==> src/design/cpu_alu_flag_unit_assert.svh <==
// ----------------------------------------------------------------------------
// cpu_alu_flag_unit assertion macros
// Concurrent assertion wrappers, compiled out when NO_ASSERTIONS is set.
// ----------------------------------------------------------------------------
`ifndef CPU_ALU_FLAG_UNIT_ASSERT_SVH
`define CPU_ALU_FLAG_UNIT_ASSERT_SVH

`ifndef NO_ASSERTIONS

`define CAF_ASSERT(lbl, clk, rst_n, prop) \
	lbl: assert property (@(posedge clk) disable iff (!rst_n) prop) \
		else $error("caf assertion failed");

`define CAF_ASSERT_NEVER(lbl, clk, rst_n, prop) \
	lbl: assert property (@(posedge clk) disable iff (!rst_n) not (prop)) \
		else $error("caf forbidden condition seen");

`else

`define CAF_ASSERT(lbl, clk, rst_n, prop)

`define CAF_ASSERT_NEVER(lbl, clk, rst_n, prop)

`endif

`endif

==> src/design/caf_pkg.sv <==
// ----------------------------------------------------------------------------
// caf_pkg
// Types and opcode field codes for the accumulator and flag unit.
// ----------------------------------------------------------------------------
`timescale 1ns / 1ps

package caf_pkg;

	// flag bit positions
	localparam int unsigned FLAG_Z = 3;
	localparam int unsigned FLAG_N = 2;
	localparam int unsigned FLAG_H = 1;
	localparam int unsigned FLAG_C = 0;

	localparam logic [7:0] ACC_RESET   = 8'h01;
	localparam logic [3:0] FLAGS_RESET = 4'b1000;

	// register field code for A
	localparam logic [2:0] REG_A = 3'd7;

	// opcode quadrant, op[7:6]
	localparam logic [1:0] QUAD_MISC = 2'd0;
	localparam logic [1:0] QUAD_ALU  = 2'd2;
	localparam logic [1:0] QUAD_IMM  = 2'd3;

	// prefixed group, op[7:6]
	localparam logic [1:0] GRP_SHIFT = 2'd0;
	localparam logic [1:0] GRP_BIT   = 2'd1;
	localparam logic [1:0] GRP_RES   = 2'd2;
	localparam logic [1:0] GRP_SET   = 2'd3;

	// low opcode field, op[2:0]
	localparam logic [2:0] LOW_INC = 3'd4;
	localparam logic [2:0] LOW_DEC = 3'd5;
	localparam logic [2:0] LOW_IMM = 3'd6;
	localparam logic [2:0] LOW_ACC = 3'd7;

	// ALU operation, op[5:3]
	localparam logic [2:0] ALU_ADD = 3'd0;
	localparam logic [2:0] ALU_ADC = 3'd1;
	localparam logic [2:0] ALU_SUB = 3'd2;
	localparam logic [2:0] ALU_SBC = 3'd3;
	localparam logic [2:0] ALU_AND = 3'd4;
	localparam logic [2:0] ALU_XOR = 3'd5;
	localparam logic [2:0] ALU_OR  = 3'd6;
	localparam logic [2:0] ALU_CP  = 3'd7;

	// rotate / shift operation
	localparam logic [2:0] SH_RLC  = 3'd0;
	localparam logic [2:0] SH_RRC  = 3'd1;
	localparam logic [2:0] SH_RL   = 3'd2;
	localparam logic [2:0] SH_RR   = 3'd3;
	localparam logic [2:0] SH_SLA  = 3'd4;
	localparam logic [2:0] SH_SRA  = 3'd5;
	localparam logic [2:0] SH_SWAP = 3'd6;
	localparam logic [2:0] SH_SRL  = 3'd7;

	// accumulator misc operation, op[5:3] with low field 7
	localparam logic [2:0] ACC_RLCA = 3'd0;
	localparam logic [2:0] ACC_RRCA = 3'd1;
	localparam logic [2:0] ACC_RLA  = 3'd2;
	localparam logic [2:0] ACC_RRA  = 3'd3;
	localparam logic [2:0] ACC_DAA  = 3'd4;
	localparam logic [2:0] ACC_CPL  = 3'd5;
	localparam logic [2:0] ACC_SCF  = 3'd6;
	localparam logic [2:0] ACC_CCF  = 3'd7;

	// decimal adjust
	localparam logic [7:0] DAA_HI_MAX  = 8'h99;
	localparam logic [7:0] DAA_ADJ_HI  = 8'h60;
	localparam logic [7:0] DAA_ADJ_LO  = 8'h06;
	localparam logic [3:0] DAA_NIB_MAX = 4'h9;

	typedef struct packed {
		logic [7:0] acc;
		logic [3:0] flags;
	} arch_state_t;

	typedef struct packed {
		logic [7:0] result;
		logic       write_back;
		logic [7:0] acc;
		logic [3:0] flags;
		logic       status;
	} exec_res_t;

endpackage

==> src/design/caf_if.sv <==
// ----------------------------------------------------------------------------
// caf_if
// Valid/ready channels for instruction and result transfers.
// ----------------------------------------------------------------------------
`timescale 1ns / 1ps

interface caf_cmd_if;
	logic       valid;
	logic       ready;
	logic [7:0] op;
	logic       prefixed;
	logic [7:0] operand;

	modport source (output valid, output op, output prefixed, output operand, input ready);
	modport sink   (input valid, input op, input prefixed, input operand, output ready);
endinterface

interface caf_rsp_if;
	logic       valid;
	logic       ready;
	logic [7:0] result;
	logic       write_back;
	logic [7:0] acc_out;
	logic [3:0] flags_out;
	logic       status;

	modport source (output valid, output result, output write_back, output acc_out,
		output flags_out, output status, input ready);
	modport sink   (input valid, input result, input write_back, input acc_out,
		input flags_out, input status, output ready);
endinterface

==> src/design/caf_exec.sv <==
// ----------------------------------------------------------------------------
// caf_exec
// Single-pass decode and execute of one instruction against A and flags.
// ----------------------------------------------------------------------------
`timescale 1ns / 1ps

module caf_exec
	import caf_pkg::*;
(
	input  logic [7:0]  op,
	input  logic        prefixed,
	input  logic [7:0]  operand,
	input  arch_state_t cur,
	output exec_res_t   ex
);

	// returns {carry out, byte}
	function automatic logic [8:0] shift_f(input logic [2:0] g, input logic [7:0] x,
		input logic cin);
		logic [7:0] r;
		logic       co;
		co = 1'b0;
		r  = x;
		unique case (g)
			SH_RLC: begin co = x[7]; r = {x[6:0], x[7]}; end
			SH_RRC: begin co = x[0]; r = {x[0], x[7:1]}; end
			SH_RL: begin co = x[7]; r = {x[6:0], cin}; end
			SH_RR: begin co = x[0]; r = {cin, x[7:1]}; end
			SH_SLA: begin co = x[7]; r = {x[6:0], 1'b0}; end
			SH_SRA: begin co = x[0]; r = {x[7], x[7:1]}; end
			SH_SWAP: begin r = {x[3:0], x[7:4]}; end
			SH_SRL: begin co = x[0]; r = {1'b0, x[7:1]}; end
		endcase
		return {co, r};
	endfunction

	// returns {Z N H C, byte}
	function automatic logic [11:0] alu_f(input logic [2:0] k, input logic [7:0] a,
		input logic [7:0] v, input logic cin);
		logic [8:0] w;
		logic [4:0] n;
		logic [7:0] r;
		logic       cy, nf, h, c;
		cy = (k == ALU_ADC || k == ALU_SBC) ? cin : 1'b0;
		w  = '0;
		n  = '0;
		r  = '0;
		nf = 1'b0;
		h  = 1'b0;
		c  = 1'b0;
		unique case (k)
			ALU_ADD, ALU_ADC: begin
				w = {1'b0, a} + {1'b0, v} + {8'h00, cy};
				n = {1'b0, a[3:0]} + {1'b0, v[3:0]} + {4'h0, cy};
				r = w[7:0];
				h = n[4];
				c = w[8];
			end
			ALU_SUB, ALU_SBC, ALU_CP: begin
				w  = {1'b0, a} - {1'b0, v} - {8'h00, cy};
				n  = {1'b0, a[3:0]} - {1'b0, v[3:0]} - {4'h0, cy};
				r  = w[7:0];
				nf = 1'b1;
				h  = n[4];
				c  = w[8];
			end
			ALU_AND: begin r = a & v; h = 1'b1; end
			ALU_XOR: r = a ^ v;
			ALU_OR: r = a | v;
		endcase
		return {(r == 8'h00), nf, h, c, r};
	endfunction

	logic [7:0] x, res, ra, dv, acc_n;
	logic [3:0] fa, fl_n;
	logic [2:0] bitn;
	logic       co, dc, wb, st, cin;

	always_comb begin
		cin   = cur.flags[FLAG_C];
		x     = operand;
		res   = 8'h00;
		ra    = 8'h00;
		fa    = 4'h0;
		dv    = cur.acc;
		dc    = cin;
		co    = 1'b0;
		bitn  = op[5:3];
		wb    = 1'b0;
		st    = 1'b0;
		acc_n = cur.acc;
		fl_n  = cur.flags;

		priority if (prefixed) begin
			x = (op[2:0] == REG_A) ? cur.acc : operand;
			unique case (op[7:6])
				GRP_SHIFT: begin
					{co, res} = shift_f(bitn, x, cin);
					fl_n = {(res == 8'h00), 1'b0, 1'b0, co};
					wb = 1'b1;
				end
				GRP_BIT: begin
					res  = x;
					fl_n = {~x[bitn], 1'b0, 1'b1, cin};
				end
				GRP_RES: begin
					res = x & ~(8'h01 << bitn);
					wb  = 1'b1;
				end
				GRP_SET: begin
					res = x | (8'h01 << bitn);
					wb  = 1'b1;
				end
			endcase
			if (wb && op[2:0] == REG_A) begin
				acc_n = res;
			end
		end else if (op[7:6] == QUAD_ALU || (op[7:6] == QUAD_IMM && op[2:0] == LOW_IMM)) begin
			if (op[7:6] == QUAD_ALU && op[2:0] == REG_A) begin
				x = cur.acc;
			end
			{fa, ra} = alu_f(op[5:3], cur.acc, x, cin);
			fl_n = fa;
			if (op[5:3] == ALU_CP) begin
				res = cur.acc;
			end else begin
				res   = ra;
				wb    = 1'b1;
				acc_n = ra;
			end
		end else if (op[7:6] == QUAD_MISC && (op[2:0] == LOW_INC || op[2:0] == LOW_DEC)) begin
			x = (op[5:3] == REG_A) ? cur.acc : operand;
			if (op[2:0] == LOW_INC) begin
				res  = x + 8'd1;
				fl_n = {(res == 8'h00), 1'b0, (x[3:0] == 4'hF), cin};
			end else begin
				res  = x - 8'd1;
				fl_n = {(res == 8'h00), 1'b1, (x[3:0] == 4'h0), cin};
			end
			wb = 1'b1;
			if (op[5:3] == REG_A) begin
				acc_n = res;
			end
		end else if (op[7:6] == QUAD_MISC && op[2:0] == LOW_ACC) begin
			unique case (op[5:3])
				ACC_RLCA, ACC_RRCA, ACC_RLA, ACC_RRA: begin
					{co, res} = shift_f(op[5:3], cur.acc, cin);
					fl_n  = {3'b000, co};
					wb    = 1'b1;
					acc_n = res;
				end
				ACC_DAA: begin
					if (!cur.flags[FLAG_N]) begin
						if (dc || cur.acc > DAA_HI_MAX) begin
							dv = dv + DAA_ADJ_HI;
							dc = 1'b1;
						end
						if (cur.flags[FLAG_H] || dv[3:0] > DAA_NIB_MAX) begin
							dv = dv + DAA_ADJ_LO;
						end
					end else begin
						if (dc) begin
							dv = dv - DAA_ADJ_HI;
						end
						if (cur.flags[FLAG_H]) begin
							dv = dv - DAA_ADJ_LO;
						end
					end
					res   = dv;
					fl_n  = {(dv == 8'h00), cur.flags[FLAG_N], 1'b0, dc};
					wb    = 1'b1;
					acc_n = dv;
				end
				ACC_CPL: begin
					res   = ~cur.acc;
					fl_n  = {cur.flags[FLAG_Z], 1'b1, 1'b1, cin};
					wb    = 1'b1;
					acc_n = res;
				end
				ACC_SCF: begin
					res  = cur.acc;
					fl_n = {cur.flags[FLAG_Z], 1'b0, 1'b0, 1'b1};
				end
				ACC_CCF: begin
					res  = cur.acc;
					fl_n = {cur.flags[FLAG_Z], 1'b0, 1'b0, ~cin};
				end
			endcase
		end else begin
			st = 1'b1;
		end

		ex.result     = res;
		ex.write_back = wb;
		ex.acc        = acc_n;
		ex.flags      = fl_n;
		ex.status     = st;
	end

endmodule

==> src/design/caf_state.sv <==
// ----------------------------------------------------------------------------
// caf_state
// Architectural accumulator and flag registers.
// ----------------------------------------------------------------------------
`timescale 1ns / 1ps

module caf_state
	import caf_pkg::*;
(
	input  logic        clk,
	input  logic        arst_n,
	input  logic        upd,
	input  arch_state_t nxt,
	output arch_state_t cur
);

	logic [7:0] acc_q;
	logic [3:0] flags_q;

	always_ff @(posedge clk or negedge arst_n) begin
		if (!arst_n) begin
			acc_q   <= ACC_RESET;
			flags_q <= FLAGS_RESET;
		end else if (upd) begin
			acc_q   <= nxt.acc;
			flags_q <= nxt.flags;
		end
	end

	assign cur.acc   = acc_q;
	assign cur.flags = flags_q;

endmodule

==> src/design/cpu_alu_flag_unit.sv <==
// ----------------------------------------------------------------------------
// cpu_alu_flag_unit
// 8-bit accumulator and flag instruction unit with A and ZNHC state.
// ----------------------------------------------------------------------------
// channel  dir  handshake      payload
// cmd      in   valid / ready  op, prefixed, operand
// rsp      out  valid / ready  result, write_back, acc_out, flags_out, status
//
// One instruction per clock while rsp is not stalled; rsp valid follows the cmd
// transfer through the input register, then execute into the result register.
// A and the flags update as the instruction leaves the input register, so the
// next instruction sees them the following cycle.
// Reset sets A to 0x01 and the flags to Z only; both stages empty.
// A stalled rsp holds the result register; cmd keeps taking one more item.
// ----------------------------------------------------------------------------
`timescale 1ns / 1ps
`include "cpu_alu_flag_unit_assert.svh"

module cpu_alu_flag_unit
	import caf_pkg::*;
(
	input  logic     clk,
	input  logic     arst_n,
	caf_cmd_if.sink  cmd,
	caf_rsp_if.source rsp
);

	logic        vld_s1, vld_s2, adv;
	logic [7:0]  op_s1, operand_s1;
	logic        prefixed_s1;
	exec_res_t   ex, res_s2;
	arch_state_t cur, nxt;

	assign adv       = vld_s1 && (!vld_s2 || rsp.ready);
	assign cmd.ready = !vld_s1 || adv;

	always_ff @(posedge clk or negedge arst_n) begin
		if (!arst_n) begin
			vld_s1 <= 1'b0;
		end else if (cmd.valid && cmd.ready) begin
			vld_s1 <= 1'b1;
		end else if (adv) begin
			vld_s1 <= 1'b0;
		end
	end

	always_ff @(posedge clk) begin
		if (cmd.valid && cmd.ready) begin
			op_s1       <= cmd.op;
			prefixed_s1 <= cmd.prefixed;
			operand_s1  <= cmd.operand;
		end
	end

	caf_exec u_exec (
		.op       (op_s1),
		.prefixed (prefixed_s1),
		.operand  (operand_s1),
		.cur      (cur),
		.ex       (ex)
	);

	assign nxt.acc   = ex.acc;
	assign nxt.flags = ex.flags;

	caf_state u_state (
		.clk    (clk),
		.arst_n (arst_n),
		.upd    (adv && !ex.status),
		.nxt    (nxt),
		.cur    (cur)
	);

	always_ff @(posedge clk or negedge arst_n) begin
		if (!arst_n) begin
			vld_s2 <= 1'b0;
		end else if (adv) begin
			vld_s2 <= 1'b1;
		end else if (rsp.ready) begin
			vld_s2 <= 1'b0;
		end
	end

	always_ff @(posedge clk) begin
		if (adv) begin
			res_s2 <= ex;
		end
	end

	assign rsp.valid      = vld_s2;
	assign rsp.result     = res_s2.result;
	assign rsp.write_back = res_s2.write_back;
	assign rsp.acc_out    = res_s2.acc;
	assign rsp.flags_out  = res_s2.flags;
	assign rsp.status     = res_s2.status;

	// state seen by the next item matches the last result delivered
	`CAF_ASSERT(a_state_tracks_rsp, clk, arst_n, vld_s2 |-> (cur.acc == res_s2.acc && cur.flags == res_s2.flags))
	// unsupported opcode never writes back and returns a zero byte
	`CAF_ASSERT_NEVER(a_unsup_quiet, clk, arst_n, vld_s2 && res_s2.status && (res_s2.write_back || res_s2.result != 8'h00))
	// an item in the input register is never dropped
	`CAF_ASSERT(a_s1_kept, clk, arst_n, vld_s1 && !adv |=> vld_s1)

endmodule
==> src/flat_wrapper.sv <==
// flat-port wrapper written by rule: the top's interface ports become plain ports
module cpu_alu_flag_unit_flat import caf_pkg::*;
  (clk, arst_n, cmd_valid, cmd_op, cmd_prefixed, cmd_operand, cmd_ready, rsp_valid, rsp_result, rsp_write_back, rsp_acc_out, rsp_flags_out, rsp_status, rsp_ready);
  caf_cmd_if cmd_i ();
  caf_rsp_if rsp_i ();
  input  logic clk;
  input  logic arst_n;
  input wire logic [$bits(cmd_i.valid)-1:0] cmd_valid;
  input wire logic [$bits(cmd_i.op)-1:0] cmd_op;
  input wire logic [$bits(cmd_i.prefixed)-1:0] cmd_prefixed;
  input wire logic [$bits(cmd_i.operand)-1:0] cmd_operand;
  output wire logic [$bits(cmd_i.ready)-1:0] cmd_ready;
  output wire logic [$bits(rsp_i.valid)-1:0] rsp_valid;
  output wire logic [$bits(rsp_i.result)-1:0] rsp_result;
  output wire logic [$bits(rsp_i.write_back)-1:0] rsp_write_back;
  output wire logic [$bits(rsp_i.acc_out)-1:0] rsp_acc_out;
  output wire logic [$bits(rsp_i.flags_out)-1:0] rsp_flags_out;
  output wire logic [$bits(rsp_i.status)-1:0] rsp_status;
  input wire logic [$bits(rsp_i.ready)-1:0] rsp_ready;
  assign cmd_i.valid = cmd_valid;
  assign cmd_i.op = cmd_op;
  assign cmd_i.prefixed = cmd_prefixed;
  assign cmd_i.operand = cmd_operand;
  assign cmd_ready = cmd_i.ready;
  assign rsp_valid = rsp_i.valid;
  assign rsp_result = rsp_i.result;
  assign rsp_write_back = rsp_i.write_back;
  assign rsp_acc_out = rsp_i.acc_out;
  assign rsp_flags_out = rsp_i.flags_out;
  assign rsp_status = rsp_i.status;
  assign rsp_i.ready = rsp_ready;
  cpu_alu_flag_unit u_core (.clk(clk), .arst_n(arst_n), .cmd(cmd_i), .rsp(rsp_i));
endmodule
==> config.mk <==
export PLATFORM = sky130hd
export DESIGN_NAME = cpu_alu_flag_unit_flat
export DESIGN_NICKNAME = d
export VERILOG_FILES = /design/src/design/caf_pkg.sv /design/src/design/caf_if.sv /design/src/design/caf_exec.sv /design/src/design/caf_state.sv /design/src/design/cpu_alu_flag_unit.sv /design/src/flat_wrapper.sv
export VERILOG_INCLUDE_DIRS = /design/src /design/src/design
export SDC_FILE = /design/constraint.sdc
export NUM_CORES = 1
export LEC_CHECK = 0
export BUFFER_PORTS_ARGS = -buffer_cell sky130_fd_sc_hd__buf_4
export CORE_MARGIN = 5
export CORE_UTILIZATION = 65
export DETAILED_ROUTE_END_ITERATION = 8
export GPL_ROUTABILITY_DRIVEN = 1
export HOLD_SLACK_MARGIN = 0.08
export PLACE_DENSITY = 0.85
export SLEW_MARGIN = 20
export SYNTH_ARGS = -nofsm -noshare
export SYNTH_HDL_FRONTEND = slang
export SYNTH_HIERARCHICAL = 1
export SYNTH_SLANG_ARGS = --single-unit
==> constraint.sdc <==
create_clock -name clk -period 9.7 [get_ports clk]
set_input_delay 0.97 -clock clk [delete_from_list [all_inputs] [get_ports clk]]
set_output_delay 0.97 -clock clk [all_outputs]
set_load 0.05 [all_outputs]
After elaboration in Yosys (flattened, before gate mapping)
Cells that the tools add are included.
{ "op_classes": {"add_sub_neg": 14, "n_lt_le_gt_ge": 3, "n_eq_ne": 15, "shifts": 1, "muxes": 82, "n_bitwise": 9, "reduce_logical": 38} }
{ "op_table": {"columns": ["op", "n"], "rows": [
  ["$mux 8", 43],
  ["$pmux 8 s4", 2],
  ["$pmux 8 s8", 1],
  ["$pmux 8 s6", 1],
  ["$logic_not 8->1", 5],
  ["$pmux 8 s5", 1],
  ["$eq 3x3->1 const B", 8],
  ["$pmux 8 s3", 1],
  ["$mux 1", 21],
  ["$mux 4", 5],
  ["$pmux 4 s5", 1],
  ["$and 8x8->8", 2],
  ["$not 8->8", 2],
  ["$or 8x8->8", 2],
  ["$add 8x8->9", 1],
  ["$add 9x1->9", 1],
  ["$reduce_or 3->1", 3],
  ["$sub 8x8->9", 1],
  ["$sub 9x1->9", 1],
  ["$add 8x1->8 const B", 1],
  ["$add 8x3->8 const B", 1],
  ["$add 8x7->8 const B", 1],
  ["$gt 8x8->1 const B", 1],
  ["$logic_and 1x1->1", 8],
  ["30 further kinds", 48]
]} }
{ "totals": {"regBits": 53, "input_bits": 21, "out_inout_bits": 24, "elab_cells": 174} }

Logic depth before layout (Yosys ltp)
{ "depth": {"word_depth": 24, "mapped_depth": 18, "depth_no_buf": 16} }

By module
The synthesis kept the hierarchy.
{ "modules_own_cells": {"columns": ["mod", "instances", "cells_each", "area_each_um2", "seq_area_each_um2"], "rows": [
  ["caf_exec", 1, 747, 4839.6, 0.0],
  ["cpu_alu_flag_unit", 1, 49, 1288.7, 1221.2],
  ["caf_state", 1, 25, 486.7, 302.8]
]} }

Worst setup path after synthesis
No wires, ideal clock.
{ "synth_timing": {"path_kind": "reg-to-reg", "from": "register u_core.op_s1[1]", "to": "register u_core.u_state.flags_q[3]", "t_arrival_ns": 4.125, "setup_slack_ns": 5.516, "path_stages_with_launch": 17, "path_buffers": 2, "path_cell_list": "edfxtp_1 nand3_2 buf_2 buf_2 nor3_2 mux2_2 fa_1 fa_1 nand2_1 a21oi_1 xnor2_1 a222oi_1 a21oi_1 or4_1 nor4_1 a211o_1 mux2_2"} }
{ "synth_rtl": {"columns": ["element", "line", "rtl"], "rows": [
  ["start: declaration", "cpu_alu_flag_unit.sv:29", "logic [7:0] op_s1, operand_s1;"],
  ["start signal: assignment", "cpu_alu_flag_unit.sv:49", "op_s1 <= cmd.op;"],
  ["end signal: assignment", "caf_state.sv:26", "flags_q <= nxt.flags;"],
  ["end: declaration", "caf_state.sv:18", "logic [3:0] flags_q;"]
]} }

==> impl_metrics.csv <==
group,metric,value,unit
sta,period_share,51.0,%
synthesis,synth-seq-cells,53,
place,io_buffer_count,44,
finish,antenna_cells,0,
synthesis,ys_warn_count,6,
routing,antenna_left,0,
clock_network,cts_setup_buffers,0,
clock_network,path_clk_slew,0.13,ns
sta,finalHoldViolations,0,
synthesis,synth_area,6620,sq um
clock_network,cts_max_level,2,
clock_network,cts_made_buffers,5,
synthesis,synth_edf_count,39,
synthesis,synth_nets,884,
routing,wl,23800,um
die,rows,36,
routing,first_pass_iters,7,
finish,nets,878,
critical_path,critPathSlowestCell,"nor3_2",
sta,setup_viol,0,
finish,drive_gt1_share,13.7,%
die,io_pins,45,
critical_path,path_delay_family,"simple AND/OR/NAND/NOR gates",
critical_path,crit_chain,"nand3_2 > nor3_2 > mux2_2 > fa_1 > inv_1 > ha_1 > o21ai_0 > nand3b_1 > a31oi_1 > xnor2_1 > a21oi_1 > a211o_1 > a21oi_1 > or4_1",
sta,fin_skew,0.0252,ns
pwr,cellLeakagePower,2.84,nW
critical_path,worstSetupStartpointType,"flip-flop",
critical_path,cp.arrival,5.02,ns
sta,fmax,202,MHz
critical_path,crit_type,"reg -> reg",
die,die-width,111,um
sta,hold_ws,0.474,ns
place,gp_congestion,1.04,
grt,antenna_found_initial,0,
critical_path,critPathMostFrequentCell,"a21oi_1",
routing,vias_per_cell,7.40,
grt,grt_pass1_wl,36800,um
clock_network,cts_hold_buf,0,
sta,period_minus_slack,4.95,ns
sta,tightestPinTransition,1.03,ns
synthesis,yosysSeqAreaShare,23.0,%
sta,slew_headroom,31.0,%
sta,drv_slew,0,
place,detailed_place_hpwl,16800,um
pwr,power_density,240,nW/um^2
clock_network,clk_latency,0.32,ns
critical_path,cp-end-kind,"flip-flop",
routing,routed-via-count,7019,
die,dieArea,12300,sq um
grt,grt_max_degree,53,
routing,drc_errors,0,
clock_network,cts_tree,"yes",
synthesis,syn_avg_cell_area,8.06,sq um
routing,wire_per_inst,25.1,um
critical_path,path_max_fanout,25,
clock_network,clk_path_buf_depth,2,
clock_network,cts_root_buffer,"clkbuf_8",
place,place_ws,4.92,ns
synthesis,synthCells,821,
critical_path,crit_buf_inv,1,
critical_path,cp_slowest_stage_delay,0.64,ns
die,dieHeight,111,um
sta,setup_ws,4.75,ns
pwr,ir_worst_vdd,0.155,mV
synthesis,ys_types,81,
job,drv_cap,0,
clock_network,cts.sinks,53,
critical_path,required,9.77,ns
synthesis,async_reset_ff_share,26.4,%
die,fp.coreArea,9860,sq um
worst_hold_path,holdCritPathClass,"in -> async",
run_status,status,"complete, no violations",
grt,grtUsageTotal,37.1,%
grt,overflow,0,
clock_network,cts_resized,0,
finish,syn2layout_area_growth,5.64,%
die,initial_core_util,67.1,%
synthesis,ys.flop_type,"edfxtp_1",
sta,rsz0062_at_grt,"false",
routing,drtIter0Drc,1213,
sta,setup_tns,0,ns
grt,grt_pass1_vias,6572,
## report_power, final
| group | total (mW) | internal [mW] | switching (mW) |
|---|---|---|---|
| clock network | 0.138 | 0.0520 | 0.0860 |
| logic | 1.16 | 0.435 | 0.728 |
| registers | 0.376 | 0.298 | 0.0775 |
## logic make-up (layout without fill, tap and decap cells)
group | count (synthesis) | after routing | share of synthesized area, %
XOR/XNOR | 37 | 37 | 4.90
adder cells (fa/ha/maj) | 42 | 42 | 8.40
AO/OA/AOI/OAI | 243 | 243 | 24.4
buffers and inverters | 114 | 109 | 7.11
AND/OR/NAND/NOR | 269 | 269 | 20.8
multiplexers | 63 | 63 | 11.4
flip-flops | 53 | 53 | 23.0
## through the flow
step | instance area [sq um] | std cells | total power [mW] | utilization [%]
3_3_place_gp | 6900 | 941 | 1.45 | 70.0
2_1_floorplan | 6620 | 821 | 1.18 | -
3_5_place_dp | 6900 | 941 | 1.49 | 70.0
5_1_grt | 6990 | 949 | 1.76 | 70.8
4_1_cts | 6990 | 949 | 1.62 | 70.8
6_report | 6990 | 949 | 1.68 | 70.8
## cell type report
class	instances	area, sq um
clock inverters	2	13.8
multi-input cells	654	4630
fillers	810	2880
flip-flops and latches	53	1520
inverters	46	173
clock buffers	6	72.6
repair buffers	55	413
well taps	133	166
## cells in the mapped netlist (4+ instances only)
cell / n / area share [%]
o21ai_0: 60 / 4.5
a31oi_1: 6 / 0.57
nor4_1: 6 / 0.57
mux4_2: 4 / 1.4
o2111ai_1: 5 / 0.66
clkbuf_1: 43 / 2.4
nand2_1: 86 / 4.9
nand3b_1: 5 / 0.57
and3_1: 10 / 0.95
mux2i_1: 32 / 4.8
inv_1: 44 / 2.5
or3_1: 6 / 0.57
dfrtp_1: 12 / 4.5
xnor2_1: 30 / 4.0
a22oi_1: 6 / 0.68
buf_2: 19 / 1.4
nor2b_1: 10 / 0.95
mux2_2: 17 / 2.9
o31ai_1: 5 / 0.57
mux2_4: 10 / 2.3
or4_1: 6 / 0.68
fa_1: 4 / 1.2
nand2b_1: 12 / 1.1
nor2_1: 58 / 3.3
xor2_1: 7 / 0.93
o221ai_1: 14 / 1.9
o211ai_1: 14 / 1.6
ha_1: 38 / 7.2
nor3_1: 16 / 1.2
edfxtp_1: 39 / 18
a221oi_1: 8 / 1.1
o22ai_1: 13 / 1.2
nand3_1: 18 / 1.4
a21oi_1: 56 / 4.2
nor3b_1: 8 / 0.91
a211o_1: 5 / 0.66
a211oi_1: 11 / 1.2
and2_1: 7 / 0.66
## layer usage
metal	part of all wire, %	track usage [%]	vias up
li1	-	-	3014
met1	36	49.1	3198
met2	43	57.2	653
met3	14	8.73	154
met4	6.2	17.3	0
met5	0	0	-
## layout by cell type (no fill, tap or decap), types with 17 or more instances in the layout
cell type,n
inv_1,44
ha_1,38
nor2_1,58
edfxtp_1,39
nand2_1,86
buf_4,55
o21ai_0,60
a21oi_1,56
mux2_2,17
nand3_1,18
xnor2_1,30
mux2i_1,32
## registers in the layout (all words and copies together), names as in the netlist
name,cells
u_core/op_s1,8
u_core/u_state/flags_q,4
u_core/rsp.write_back,1
u_core/prefixed_s1,1
u_core/operand_s1,8
u_core/rsp.valid,1
u_core/rsp.flags_out,4
u_core/rsp.status,1
u_core/rsp.acc_out,8
u_core/rsp.result,8
u_core/u_state/acc_q,8
u_core/vld_s1,1
## worst paths after layout
| path | startpoint | to | slack [ns] | cells past startpoint |
|---|---|---|---|---|
| setup / recovery | u_core/op_s1[1]$_DFFE_PP_ | u_core/rsp.result[5]$_DFFE_PP_ | 4.75 | 14 |
| max in group asynchronous | arst_n | u_core/u_state/acc_q[0]$_DFFE_PN1P_ | 8.95 | 1 |
| hold / removal | arst_n | u_core/u_state/acc_q[5]$_DFFE_PN0P_ | 0.47 | 1 |
| setup reg to reg | u_core/op_s1[1]$_DFFE_PP_ | u_core/rsp.result[5]$_DFFE_PP_ | 4.75 | 14 |
| hold reg to reg | u_core/vld_s1$_DFFE_PN0P_ | u_core/rsp.valid$_DFFE_PN0P_ | 0.61 | 2 |
| min in group clk | u_core/vld_s1$_DFFE_PN0P_ | u_core/rsp.valid$_DFFE_PN0P_ | 0.61 | 2 |
No activity file was read; power rests on OpenSTA's default activity.
